[src/design/assert_macros.svh]
// assertion helpers used by the grid ray wall caster design
`ifndef ASSERT_MACROS_SVH
`define ASSERT_MACROS_SVH

// same-cycle implication, checked on every rising edge outside reset
`define GWC_ASSERT_NOW(label, ante, cons) \
  label: assert property (@(posedge clk) disable iff (rst) (ante) |-> (cons)) \
    else $error("gwc check failed");

// next-cycle implication
`define GWC_ASSERT_NEXT(label, ante, cons) \
  label: assert property (@(posedge clk) disable iff (rst) (ante) |=> (cons)) \
    else $error("gwc check failed");

`endif

[src/design/gwc_pkg.sv]
// ----------------------------------------------------------------------------
// gwc_pkg
// Shared constants and widths for the grid ray wall caster.
// ----------------------------------------------------------------------------
`timescale 1ns / 1ps
`default_nettype none

package gwc_pkg;

  // default geometry
  localparam int GRID_CELLS_DEF    = 8;
  localparam int CELL_UNITS_DEF    = 40;
  localparam int FRACTION_BITS_DEF = 7;
  localparam int ANGLE_BITS_DEF    = 12;

  // datapath widths, sized for the widest legal geometry
  localparam int COORD_W   = 40;  // ray coordinates while marching
  localparam int DIFF_W    = 22;  // in-grid coordinate or offset magnitude
  localparam int SCD_W     = 19;  // scale operand, at most one cell
  localparam int SIN_W     = 18;  // signed q16 sine
  localparam int MUL_W     = 23;  // shared multiplier operand
  localparam int PROD_W    = 2 * MUL_W;
  localparam int DIVN_W    = 36;  // dividend of the scale divider
  localparam int DIVD_W    = 17;  // divisor magnitude
  localparam int SQ_W      = 46;  // squared length, even
  localparam int LEN_W     = SQ_W / 2;
  localparam int ANG_MAX_W = 14;
  localparam int IDX_W     = 6;   // wall map bit index
  localparam int CELL_W    = 3;   // cell coordinate

  // sine polynomial coefficients, q16
  localparam logic [16:0] SIN_C1  = 17'd102944;
  localparam logic [16:0] SIN_C3  = 17'd42177;
  localparam logic [16:0] SIN_C5  = 17'd4769;
  localparam logic [16:0] ONE_Q16 = 17'd65536;

  localparam logic [15:0] FAR_DIST = 16'hFFFF;

endpackage

`default_nettype wire

[src/design/grid_ray_wall_caster.sv]
// ----------------------------------------------------------------------------
// grid_ray_wall_caster
// Casts one ray over an 8x8 wall grid and returns the nearer wall hit.
// ----------------------------------------------------------------------------
// Usage:
//   cfg_write/cfg_data load the 64-bit wall map (bit row*8+col is a wall);
//   write it only while busy is low.
//   A ray word is taken at a rising edge with start high and busy low:
//   pos_x, pos_y, ray_angle and view_angle.
//   busy stays high while the ray is worked on; no new word is taken then.
//   The result word (hit_found, hit_x, hit_y, wall_distance, hit_side) is
//   shown for one cycle with done high, the first cycle with busy low.
//   The receiver cannot stall; done is a single-cycle strobe.
// Schedule: one ray is worked on at a time; a new ray word is not taken
//   until the result word is out. The one shared multiplier is used by a
//   small sequencer: two sine evaluations and a third when a wall is hit,
//   up to four scale divisions in a one-bit-per-cycle divider, up to eight
//   wall tests per pass, and a square root when a wall is hit.
//   The next ray may start the cycle done is high.
// Reset: rst clears the wall map and returns the sequencer to idle.
// ----------------------------------------------------------------------------
`timescale 1ns / 1ps
`default_nettype none
`include "assert_macros.svh"

module grid_ray_wall_caster import gwc_pkg::*; #(
  parameter int GRID_CELLS    = GRID_CELLS_DEF,
  parameter int CELL_UNITS    = CELL_UNITS_DEF,
  parameter int FRACTION_BITS = FRACTION_BITS_DEF,
  parameter int ANGLE_BITS    = ANGLE_BITS_DEF
) (
  input  wire logic        clk,
  input  wire logic        rst,
  input  wire logic        start,
  output logic             busy,
  input  wire logic [15:0] pos_x,
  input  wire logic [15:0] pos_y,
  input  wire logic [11:0] ray_angle,
  input  wire logic [11:0] view_angle,
  input  wire logic        cfg_write,
  input  wire logic [63:0] cfg_data,
  output logic             done,
  output logic             hit_found,
  output logic [15:0]      hit_x,
  output logic [15:0]      hit_y,
  output logic [15:0]      wall_distance,
  output logic             hit_side
);

  localparam int CELL_FX = CELL_UNITS << FRACTION_BITS;
  localparam int GRID_FX = GRID_CELLS * CELL_FX;
  localparam int QUARTER = 1 << (ANGLE_BITS - 2);
  localparam int USHIFT  = 18 - ANGLE_BITS;
  localparam logic signed [COORD_W-1:0] CELL_S = COORD_W'(CELL_FX);

  // reciprocal of the cell size, exact floor quotient for 16-bit positions
  localparam int     RECIP_K = 16 + $clog2(CELL_FX);
  localparam longint RECIP_M = ((longint'(1) << RECIP_K) + CELL_FX - 1) / CELL_FX;

  // which sine is being evaluated
  localparam logic [1:0] TRIG_RAY_SIN  = 2'd0;
  localparam logic [1:0] TRIG_RAY_COS  = 2'd1;
  localparam logic [1:0] TRIG_VIEW_COS = 2'd2;

  // which scale product is being formed
  localparam logic [1:0] PH_V_FIRST = 2'd0;
  localparam logic [1:0] PH_V_STEP  = 2'd1;
  localparam logic [1:0] PH_H_FIRST = 2'd2;
  localparam logic [1:0] PH_H_STEP  = 2'd3;

  typedef enum logic [3:0] {
    S_IDLE, S_SIN_SETUP, S_SIN_U2, S_SIN_IN, S_SIN_OUT, S_SIN_P,
    S_V_INIT, S_H_INIT, S_SC_MUL, S_SC_DIV, S_MARCH, S_DIST_X, S_DIST_Y,
    S_SEL, S_SQRT, S_FIN
  } state_t;

  state_t state;

  logic [63:0]             wall_map;
  logic [15:0]             px_r, py_r;
  logic [ANGLE_BITS-1:0]   ray_a, view_a, ang;
  logic [1:0]              trig_idx, phase, quad_r;
  logic [16:0]             u, u2, inner, outer;
  logic signed [SIN_W-1:0] s_val, c_val, cf_val;
  logic [SCD_W-1:0]        sc_d;
  logic signed [COORD_W-1:0] x_cur, y_cur, step_x, step_y;
  logic [2:0]              cnt;
  logic [PROD_W-1:0]       acc;
  logic                    vhit, hhit;
  logic [SQ_W-1:0]         dv2, dh2;
  logic [15:0]             vhx, vhy, hhx, hhy;
  logic [LEN_W-1:0]        len;

  // ---------------------------------------------------------------- angles
  logic [ANG_MAX_W-1:0] ray_ext, view_ext;
  assign ray_ext  = ANG_MAX_W'(ray_angle);
  assign view_ext = ANG_MAX_W'(view_angle);

  // sine argument folded onto the first quadrant
  logic [1:0]            quad;
  logic [ANGLE_BITS-2:0] r_raw, r_fold;
  logic [16:0]           u_init;
  assign quad   = ang[ANGLE_BITS-1 -: 2];
  assign r_raw  = {1'b0, ang[ANGLE_BITS-3:0]};
  assign r_fold = quad[0] ? (ANGLE_BITS-1)'(QUARTER) - r_raw : r_raw;
  assign u_init = 17'(r_fold) << USHIFT;

  // ------------------------------------------------------- scale operands
  logic signed [SIN_W-1:0] num, den;
  logic [DIVD_W-1:0]       num_abs, den_abs;
  assign num     = phase[1] ? c_val : s_val;
  assign den     = phase[1] ? s_val : c_val;
  assign num_abs = DIVD_W'(num[SIN_W-1] ? -num : num);
  assign den_abs = DIVD_W'(den[SIN_W-1] ? -den : den);

  // ------------------------------------------------------ offsets to hit
  logic signed [COORD_W-1:0] px_s, py_s, dx, dy;
  logic [DIFF_W-1:0]         adx, ady;
  assign px_s = COORD_W'(px_r);
  assign py_s = COORD_W'(py_r);
  assign dx   = x_cur - px_s;
  assign dy   = y_cur - py_s;
  assign adx  = DIFF_W'(dx[COORD_W-1] ? -dx : dx);
  assign ady  = DIFF_W'(dy[COORD_W-1] ? -dy : dy);

  // ------------------------------------------------------ shared multiplier
  logic [MUL_W-1:0]  mul_a, mul_b;
  logic [PROD_W-1:0] prod;

  always_comb begin
    mul_a = '0;
    mul_b = '0;
    case (state)
      S_SIN_U2:  begin mul_a = MUL_W'(u);      mul_b = MUL_W'(u);       end
      S_SIN_IN:  begin mul_a = MUL_W'(u2);     mul_b = MUL_W'(SIN_C5);  end
      S_SIN_OUT: begin mul_a = MUL_W'(u2);     mul_b = MUL_W'(inner);   end
      S_SIN_P:   begin mul_a = MUL_W'(u);      mul_b = MUL_W'(outer);   end
      S_SC_MUL:  begin mul_a = MUL_W'(sc_d);   mul_b = MUL_W'(num_abs); end
      S_DIST_X:  begin mul_a = MUL_W'(adx);    mul_b = MUL_W'(adx);     end
      S_DIST_Y:  begin mul_a = MUL_W'(ady);    mul_b = MUL_W'(ady);     end
      S_FIN:     begin mul_a = MUL_W'(len);    mul_b = MUL_W'(cf_val[16:0]); end
      default:   begin mul_a = '0;             mul_b = '0;              end
    endcase
  end

  assign prod = mul_a * mul_b;

  // clamped, signed sine from the last polynomial product
  logic [16:0]             p_raw, p_cl;
  logic signed [SIN_W-1:0] sin_res;
  assign p_raw   = prod[32:16];
  assign p_cl    = (p_raw > ONE_Q16) ? ONE_Q16 : p_raw;
  assign sin_res = quad_r[1] ? -SIN_W'(p_cl) : SIN_W'(p_cl);

  // -------------------------------------------------------------- divider
  logic               div_done;
  logic [DIVN_W-1:0]  quo;
  logic signed [COORD_W-1:0] q_signed;

  gwc_div #(.NUM_W(DIVN_W), .DEN_W(DIVD_W)) u_div (
    .clk      (clk),
    .rst      (rst),
    .start    (state == S_SC_MUL),
    .dividend (prod[DIVN_W-1:0]),
    .divisor  (den_abs),
    .done     (div_done),
    .quotient (quo)
  );

  assign q_signed = num[SIN_W-1] ? -COORD_W'(quo) : COORD_W'(quo);

  // ------------------------------------------------------------ wall test
  logic             in_grid, wall;
  logic [CELL_W-1:0] cx, cy;
  logic [IDX_W-1:0] idx;
  assign in_grid = !x_cur[COORD_W-1] && !y_cur[COORD_W-1] &&
                   (x_cur[COORD_W-2:0] < (COORD_W-1)'(GRID_FX)) &&
                   (y_cur[COORD_W-2:0] < (COORD_W-1)'(GRID_FX));

  // cell coordinates by compares against the cell boundaries
  always_comb begin
    cx = '0;
    cy = '0;
    for (int k = 1; k < GRID_CELLS; k++) begin
      if (x_cur[DIFF_W-1:0] >= DIFF_W'(k * CELL_FX)) cx = CELL_W'(k);
      if (y_cur[DIFF_W-1:0] >= DIFF_W'(k * CELL_FX)) cy = CELL_W'(k);
    end
  end

  assign idx  = IDX_W'(IDX_W'(cy) * IDX_W'(GRID_CELLS) + IDX_W'(cx));
  assign wall = in_grid && wall_map[idx];

  // ------------------------------------------------------- pass start points
  logic [15:0]               pcx, pcy;
  logic [33:0]               pcx_prod, pcy_prod;
  logic signed [COORD_W-1:0] base_x, base_y, vx0, hy0, vd, hd;
  assign pcx_prod = 34'(pos_x) * 34'(RECIP_M);
  assign pcy_prod = 34'(pos_y) * 34'(RECIP_M);
  assign base_x = COORD_W'(pcx) * COORD_W'(CELL_FX);
  assign base_y = COORD_W'(pcy) * COORD_W'(CELL_FX);
  assign vx0    = (c_val > 0) ? base_x + CELL_S : base_x - 1;
  assign vd     = (c_val > 0) ? vx0 - px_s : px_s - vx0;
  assign hy0    = (s_val < 0) ? base_y + CELL_S : base_y - 1;
  assign hd     = (s_val < 0) ? hy0 - py_s : py_s - hy0;

  // ------------------------------------------------------- hit selection
  logic            pick_h, found;
  logic [SQ_W-1:0] sq_in;
  assign pick_h = hhit && (!vhit || dh2 < dv2);
  assign found  = hhit || vhit;
  assign sq_in  = pick_h ? dh2 : dv2;

  logic             sq_done;
  logic [LEN_W-1:0] sq_root;

  gwc_isqrt #(.IN_W(SQ_W)) u_isqrt (
    .clk   (clk),
    .rst   (rst),
    .start (state == S_SEL && found),
    .value (sq_in),
    .done  (sq_done),
    .root  (sq_root)
  );

  // final scaled distance
  logic [PROD_W-17:0] dist_full;
  logic               cf_pos;
  assign dist_full = prod[PROD_W-1:16];
  assign cf_pos    = !cf_val[SIN_W-1] && (cf_val != '0);

  assign busy = (state != S_IDLE);

  // ------------------------------------------------------------- sequencer
  always_ff @(posedge clk) begin
    if (rst) begin
      state    <= S_IDLE;
      wall_map <= '0;
      done     <= 1'b0;
    end else begin
      done <= 1'b0;
      if (cfg_write) begin
        wall_map <= cfg_data;
      end
      case (state)
        S_IDLE: begin
          if (start) begin
            px_r     <= pos_x;
            py_r     <= pos_y;
            pcx      <= 16'(pcx_prod >> RECIP_K);
            pcy      <= 16'(pcy_prod >> RECIP_K);
            ray_a    <= ray_ext[ANGLE_BITS-1:0];
            view_a   <= view_ext[ANGLE_BITS-1:0];
            ang      <= ray_ext[ANGLE_BITS-1:0];
            trig_idx <= TRIG_RAY_SIN;
            state    <= S_SIN_SETUP;
          end
        end
        S_SIN_SETUP: begin
          u      <= u_init;
          quad_r <= quad;
          state  <= S_SIN_U2;
        end
        S_SIN_U2: begin
          u2    <= prod[32:16];
          state <= S_SIN_IN;
        end
        S_SIN_IN: begin
          inner <= SIN_C3 - prod[32:16];
          state <= S_SIN_OUT;
        end
        S_SIN_OUT: begin
          outer <= SIN_C1 - prod[32:16];
          state <= S_SIN_P;
        end
        S_SIN_P: begin
          case (trig_idx)
            TRIG_RAY_SIN: begin
              s_val    <= sin_res;
              ang      <= ray_a + ANGLE_BITS'(QUARTER);
              trig_idx <= TRIG_RAY_COS;
              state    <= S_SIN_SETUP;
            end
            TRIG_RAY_COS: begin
              c_val <= sin_res;
              state <= S_V_INIT;
            end
            default: begin
              cf_val <= sin_res;
              state  <= S_FIN;
            end
          endcase
        end
        S_V_INIT: begin
          vhit <= 1'b0;
          if (c_val == '0) begin
            state <= S_H_INIT;
          end else begin
            x_cur <= vx0;
            sc_d  <= SCD_W'(vd);
            phase <= PH_V_FIRST;
            state <= S_SC_MUL;
          end
        end
        S_H_INIT: begin
          hhit <= 1'b0;
          if (s_val == '0) begin
            state <= S_SEL;
          end else begin
            y_cur <= hy0;
            sc_d  <= SCD_W'(hd);
            phase <= PH_H_FIRST;
            state <= S_SC_MUL;
          end
        end
        S_SC_MUL: begin
          state <= S_SC_DIV;
        end
        S_SC_DIV: begin
          if (div_done) begin
            cnt <= '0;
            case (phase)
              PH_V_FIRST: begin
                y_cur <= py_s - q_signed;
                sc_d  <= SCD_W'(CELL_FX);
                phase <= PH_V_STEP;
                state <= S_SC_MUL;
              end
              PH_V_STEP: begin
                step_y <= -q_signed;
                step_x <= (c_val > 0) ? CELL_S : -CELL_S;
                state  <= S_MARCH;
              end
              PH_H_FIRST: begin
                x_cur <= px_s + q_signed;
                sc_d  <= SCD_W'(CELL_FX);
                phase <= PH_H_STEP;
                state <= S_SC_MUL;
              end
              PH_H_STEP: begin
                step_x <= q_signed;
                step_y <= (s_val < 0) ? CELL_S : -CELL_S;
                state  <= S_MARCH;
              end
              default: begin
                state <= S_IDLE;
              end
            endcase
          end
        end
        S_MARCH: begin
          if (wall) begin
            state <= S_DIST_X;
          end else if (cnt == 3'(GRID_CELLS - 1)) begin
            state <= phase[1] ? S_SEL : S_H_INIT;
          end else begin
            x_cur <= x_cur + step_x;
            y_cur <= y_cur + step_y;
            cnt   <= cnt + 1'b1;
          end
        end
        S_DIST_X: begin
          acc   <= prod;
          state <= S_DIST_Y;
        end
        S_DIST_Y: begin
          if (phase[1]) begin
            hhit  <= 1'b1;
            dh2   <= SQ_W'(acc + prod);
            hhx   <= x_cur[15:0];
            hhy   <= y_cur[15:0];
            state <= S_SEL;
          end else begin
            vhit  <= 1'b1;
            dv2   <= SQ_W'(acc + prod);
            vhx   <= x_cur[15:0];
            vhy   <= y_cur[15:0];
            state <= S_H_INIT;
          end
        end
        S_SEL: begin
          hit_found <= found;
          hit_side  <= pick_h;
          hit_x     <= pick_h ? hhx : (vhit ? vhx : 16'd0);
          hit_y     <= pick_h ? hhy : (vhit ? vhy : 16'd0);
          if (found) begin
            state <= S_SQRT;
          end else begin
            wall_distance <= FAR_DIST;
            done          <= 1'b1;
            state         <= S_IDLE;
          end
        end
        S_SQRT: begin
          if (sq_done) begin
            len      <= sq_root;
            ang      <= view_a - ray_a + ANGLE_BITS'(QUARTER);
            trig_idx <= TRIG_VIEW_COS;
            state    <= S_SIN_SETUP;
          end
        end
        S_FIN: begin
          if (!cf_pos) begin
            wall_distance <= 16'd0;
          end else if (|dist_full[PROD_W-17:16]) begin
            wall_distance <= FAR_DIST;
          end else begin
            wall_distance <= dist_full[15:0];
          end
          done  <= 1'b1;
          state <= S_IDLE;
        end
        default: begin
          state <= S_IDLE;
        end
      endcase
    end
  end

  // ------------------------------------------------------------ assertions
  `GWC_ASSERT_NEXT(a_accept_busy, start && !busy, busy)
  `GWC_ASSERT_NOW(a_done_idle, done, !busy)
  `GWC_ASSERT_NEXT(a_done_single, done, !done)
  `GWC_ASSERT_NOW(a_miss_far, done && !hit_found, wall_distance == FAR_DIST && !hit_side)

endmodule

`default_nettype wire

[src/design/gwc_div.sv]
// ----------------------------------------------------------------------------
// gwc_div
// Restoring unsigned divider, one quotient bit per cycle.
// ----------------------------------------------------------------------------
`timescale 1ns / 1ps
`default_nettype none

module gwc_div import gwc_pkg::*; #(
  parameter int NUM_W = DIVN_W,
  parameter int DEN_W = DIVD_W
) (
  input  wire logic             clk,
  input  wire logic             rst,
  input  wire logic             start,
  input  wire logic [NUM_W-1:0] dividend,
  input  wire logic [DEN_W-1:0] divisor,
  output logic                  done,
  output logic [NUM_W-1:0]      quotient
);

  localparam int CNT_W = $clog2(NUM_W);

  logic [DEN_W-1:0] rem;
  logic [DEN_W-1:0] dvs;
  logic [CNT_W-1:0] cnt;
  logic             run;
  logic [DEN_W:0]   trial;
  logic             fits;

  // shift in the next dividend bit and try a subtract
  assign trial = {rem, quotient[NUM_W-1]};
  assign fits  = trial >= {1'b0, dvs};

  always_ff @(posedge clk) begin
    if (rst) begin
      run  <= 1'b0;
      done <= 1'b0;
      cnt  <= '0;
    end else begin
      done <= 1'b0;
      if (start) begin
        run      <= 1'b1;
        cnt      <= '0;
        rem      <= '0;
        dvs      <= divisor;
        quotient <= dividend;
      end else if (run) begin
        rem      <= fits ? DEN_W'(trial - {1'b0, dvs}) : DEN_W'(trial);
        quotient <= {quotient[NUM_W-2:0], fits};
        cnt      <= cnt + 1'b1;
        if (cnt == CNT_W'(NUM_W - 1)) begin
          run  <= 1'b0;
          done <= 1'b1;
        end
      end
    end
  end

endmodule

`default_nettype wire

[src/design/gwc_isqrt.sv]
// ----------------------------------------------------------------------------
// gwc_isqrt
// Integer square root, one root bit per cycle.
// ----------------------------------------------------------------------------
`timescale 1ns / 1ps
`default_nettype none

module gwc_isqrt import gwc_pkg::*; #(
  parameter int IN_W = SQ_W
) (
  input  wire logic              clk,
  input  wire logic              rst,
  input  wire logic              start,
  input  wire logic [IN_W-1:0]   value,
  output logic                   done,
  output logic [IN_W/2-1:0]      root
);

  localparam int H     = IN_W / 2;
  localparam int CNT_W = $clog2(H);

  logic [IN_W-1:0]  val;
  logic [H+1:0]     rem;
  logic [CNT_W-1:0] cnt;
  logic             run;
  logic [H+3:0]     trial_rem;
  logic [H+3:0]     trial;
  logic             fits;

  // bring down two bits and test the next root bit
  assign trial_rem = {rem, val[IN_W-1 -: 2]};
  assign trial     = (H+4)'({root, 2'b01});
  assign fits      = trial_rem >= trial;

  always_ff @(posedge clk) begin
    if (rst) begin
      run  <= 1'b0;
      done <= 1'b0;
      cnt  <= '0;
    end else begin
      done <= 1'b0;
      if (start) begin
        run  <= 1'b1;
        cnt  <= '0;
        rem  <= '0;
        root <= '0;
        val  <= value;
      end else if (run) begin
        rem  <= fits ? (H+2)'(trial_rem - trial) : (H+2)'(trial_rem);
        root <= {root[H-2:0], fits};
        val  <= {val[IN_W-3:0], 2'b00};
        cnt  <= cnt + 1'b1;
        if (cnt == CNT_W'(H - 1)) begin
          run  <= 1'b0;
          done <= 1'b1;
        end
      end
    end
  end

endmodule

`default_nettype wire

[config.mk]
export PLATFORM = sky130hd
export DESIGN_NAME = grid_ray_wall_caster
export DESIGN_NICKNAME = d
export VERILOG_FILES = /design/src/design/gwc_pkg.sv /design/src/design/grid_ray_wall_caster.sv /design/src/design/gwc_div.sv /design/src/design/gwc_isqrt.sv
export VERILOG_INCLUDE_DIRS = /design/src /design/src/design
export SDC_FILE = /design/constraint.sdc
export NUM_CORES = 2
export LEC_CHECK = 0
export ABC_AREA = 1
export BUFFER_PORTS_ARGS = -buffer_cell sky130_fd_sc_hd__buf_2
export CORE_MARGIN = 3
export CORE_UTILIZATION = 50
export CTS_CLUSTER_DIAMETER = 150
export DETAILED_ROUTE_END_ITERATION = 10
export PLACE_DENSITY = 0.68
export SYNTH_ARGS = -nofsm -noshare
export SYNTH_HDL_FRONTEND = slang
export SYNTH_HIERARCHICAL = 1
export SYNTH_SLANG_ARGS = --single-unit
[constraint.sdc]
create_clock -name clk -period 9.2 [get_ports clk]
set_input_delay 0.92 -clock clk [delete_from_list [all_inputs] [get_ports clk]]
set_output_delay 0.92 -clock clk [all_outputs]
set_load 0.02 [all_outputs]
==> impl_results.md <==
* Status: complete, but fails checks
* Violated checks: setup timing
* Synth cell count leaders: nand2_1 (2315), inv_1 (1857), nor2_1 (891)
* GRT overflow at 0
* Worst Tran Pin Value at 1.21 ns
* Setup slack after layout at -1.34 ns
* Root Buffer: clkbuf_16
* Initial drt markers at between 7k and 8k
* Slew Limit Fails at 0
* Worst-path clk slew at around 0.060 ns
* Full die area at roughly 180000 um2
* Fmax at 94.9 MHz
* Number of global-route vias before repair at between 70k and 80k
* Post-DP Area at just under 100000 um2
* Share of the synthesized area in the top cell type at between 20% and 30%
* Reg2reg start: py_r[9]
* CP dominant cell by count: nand2_2
* Top cells by area, synth: edfxtp_1 (29%), fa_1 (14%), ha_1 (12%)
* Pin count of the biggest net entering global routing at 89
* Critical Path AT at 11.06 ns
* Post-Syn Area per Cell at between 8 and 9 um2
* Worst Hold Class: in2reg
* Via count at roughly 80k
* Via density at roughly 5.5
* Initial Util at about half
* Final wirelength at 315000 um
* Fillers at around 14k
* Worst Setup SP: py_r[9]
* RSZ-0062 raised after global routing: true
* Worst slew margin at 19.4%
* Hold slack at 0.341 ns
* Initial antenna violation count at 12
* Layout cells sized above 1 at 23.5%
* Core area at 170000 um2
* Hold_buf cts at 0
* Clock tree sinks at ~900
* CTS max path bufs at 3
* Vert. Die Dim at around 420 um
* Synth async-reset ratio at 0%
* CTS H-tree lvls at 3
* Critical path class: reg2reg
* Most frequent cell after synthesis: nand2_1
* Final setup violation count at 190
* Post-synthesis cell type count at between 80 and 90
* Ys Warns at 6
* Reg2reg end: dh2[36]
* Worst vdd ir at 0.365 mV
* Crit share post-route at 115%
* DRC Markers at 0
* CTS Buf Count at 102
* Crit path required time at 9.72 ns
* Gate Count Post-Synth at between 10k and 15k
* Clock skew at ~0.07 ns
* Top_reg_cell synth: edfxtp_1
* Final Wtd Congestion at between 1 and 1.5
* Hold depth at 1
* GRT Resource Usage Total at between 30% and 40%
* DP Worst Slack at -1.51 ns
* Minimum clock period at approximately 11 ns
* Port buffer count at 175
* Post-DP HPWL at about 250000 um
* Number of synthesized flops with an enable pin at approximately 800
* First-pass GRT wire length at ~470000 um
* Die X at around 420 um
* Post-synthesis cell area at approximately 86000 um2
* Area leader, netlist: edfxtp_1
* Cell Rows at 151
* Hold Startpoint: view_angle[10]
* Worst Setup End Kind: flip-flop
* Cells on worst reg2reg path at 58
* Final instance area at 110000 um2
* Final Util at between 60 and 70%
* Max-Cap Viols at 0
* Seq cells post-synth at between 900 and 1k
* Area growth syn-to-layout at 27.3%
* # placed instances at approximately 14k
* TritonCTS clock tree: done
* Worst setup path end: dh2[36]
* CP peak stage delay at roughly 0.54 ns
* Clock Latency Late Sink at ~0.8 ns
* TritonRoute pass-1 iters at 6
* Crit path launch type: flip-flop
* Post-DRT Antenna Nets at 0
* Reg2reg setup slack at -1.34 ns
* Sequential share of the synthesized area at 30.5%
* Fin nets at about 14k
* Non-Filler Instances at around 14k
* Static leakage at 0.0526 uW
* Crit-path slowest cell: fa_2
* Ports at around 180
* Power per cell area at about 140 nW/um2
* Final count of hold timing violations at 0
* Crit Path Max Fanout at 6
* DR WL/cell at 22.0 um
-- layout make-up --
| class | count | area, um2 | share of cell area [%] |
|---|---|---|---|
| antenna | 4 | 10.0 | 0.00912 |
| clock buffer | 130 | 2830 | 2.57 |
| clock inverter | 62 | 718 | 0.654 |
| inverter | 1914 | 7270 | 6.63 |
| multi-input combinational | 7476 | 56700 | 51.6 |
| sequential | 904 | 26300 | 24.0 |
| tap | 2295 | 2870 | 2.62 |
| timing repair buffer | 1583 | 13100 | 11.9 |
-- state kept, by name, summed over array words and instances (netlist names), 23 cells and up --
name / cells
len: 23
u_div/quotient: 36
step_y: 40
y_cur: 40
u_isqrt/rem: 25
dv2: 46
dh2: 46
acc: 46
step_x: 40
u_isqrt/root: 23
wall_map: 64
x_cur: 40
u_isqrt/val: 46
-- worst max-delay path, delay by kind of cell, from the launching register on --
kind / cells / cell delay (ns)
adders and majority gates: 10 / 4.36
buffers and inverters: 20 / 2.23
and+or+nand+nor: 19 / 1.95
AOI/OAI and AO/OA: 7 / 0.99
DFF: 1 / 0.40
xor gates and xnor gates: 2 / 0.34
-- cells in the final DEF, fill, tap and decap left out, types with 58 or more instances in the layout --
| master | n |
|---|---|
| nand2_1 | 2127 |
| inv_1 | 1745 |
| buf_4 | 1206 |
| edfxtp_1 | 820 |
| nor2_1 | 769 |
| ha_1 | 736 |
| fa_1 | 573 |
| a21oi_1 | 511 |
| o21ai_0 | 509 |
| nand3_1 | 458 |
| buf_2 | 175 |
| xor2_1 | 171 |
| nand2_2 | 166 |
| inv_2 | 130 |
| clkbuf_16 | 112 |
| buf_6 | 108 |
| nor2_2 | 92 |
| dfxtp_1 | 84 |
| nor2_4 | 83 |
| nor3_1 | 78 |
| nand4_1 | 76 |
| buf_12 | 76 |
| ha_4 | 70 |
| a21oi_2 | 65 |
| nand2_4 | 61 |
| o21ai_1 | 58 |
-- worst min-delay path by stage --
stage | endpoint | slack, ns
floorplan | quad_r[1] | 0.40
global placement | quad_r[1] | 0.41
detailed placement | quad_r[1] | 0.42
CTS | view_a[11] | 0.28
global route | view_a[11] | 0.30
finish | view_a[10] | 0.34
-- per-stage QoR --
stage / total power [uW] / TNS (ns)
final: 15600 / -152.30
after global placement: 10400 / -188.00
after CTS: 15400 / -106.30
after detailed placement: 10500 / -193.08
after global routing: 16500 / -217.45
after floorplan: 8370 / -4.43
-- kinds of logic (layout without fill, tap and decap cells) --
group,count (synthesis),after routing,synth area share (%)
compound gates,1583,1583,10.4
xor+xnor,306,306,3.28
fa+ha+maj,1404,1404,25.5
buf+inv,2169,3689,9.74
flops,904,904,30.5
mux,3,3,0.0348
other cells,2,10,0.00871
simple gates,4172,4174,20.5
-- where the power goes --
| group | switching (uW) | total [uW] | leakage, uW | internal [uW] |
|---|---|---|---|---|
| sequential | 60.9 | 4730 | 0.00806 | 4670 |
| clock | 1840 | 4340 | 0.00171 | 2500 |
| combinational | 3860 | 6540 | 0.0428 | 2680 |
| total | 5770 | 15600 | 0.0526 | 9840 |
-- layer usage --
metal | global-route usage [%] | share of wire [%] | up-vias
met1 | 46.0 | 41 | 38428
met5 | 0 | 0.018 | -
li1 | - | - | 37124
met3 | 5.83 | 8.2 | 677
met2 | 55.3 | 46 | 3382
met4 | 14.4 | 5.1 | 10
-- timing repair --
item / in CTS / in global routing
buffers inserted: 147 / 119
setup endpoints to repair: 206 / 233
cloned: 10 / 5
resized for setup: 667 / 452
pin swaps: 203 / 307
Power figures use the tool's default switching activity.
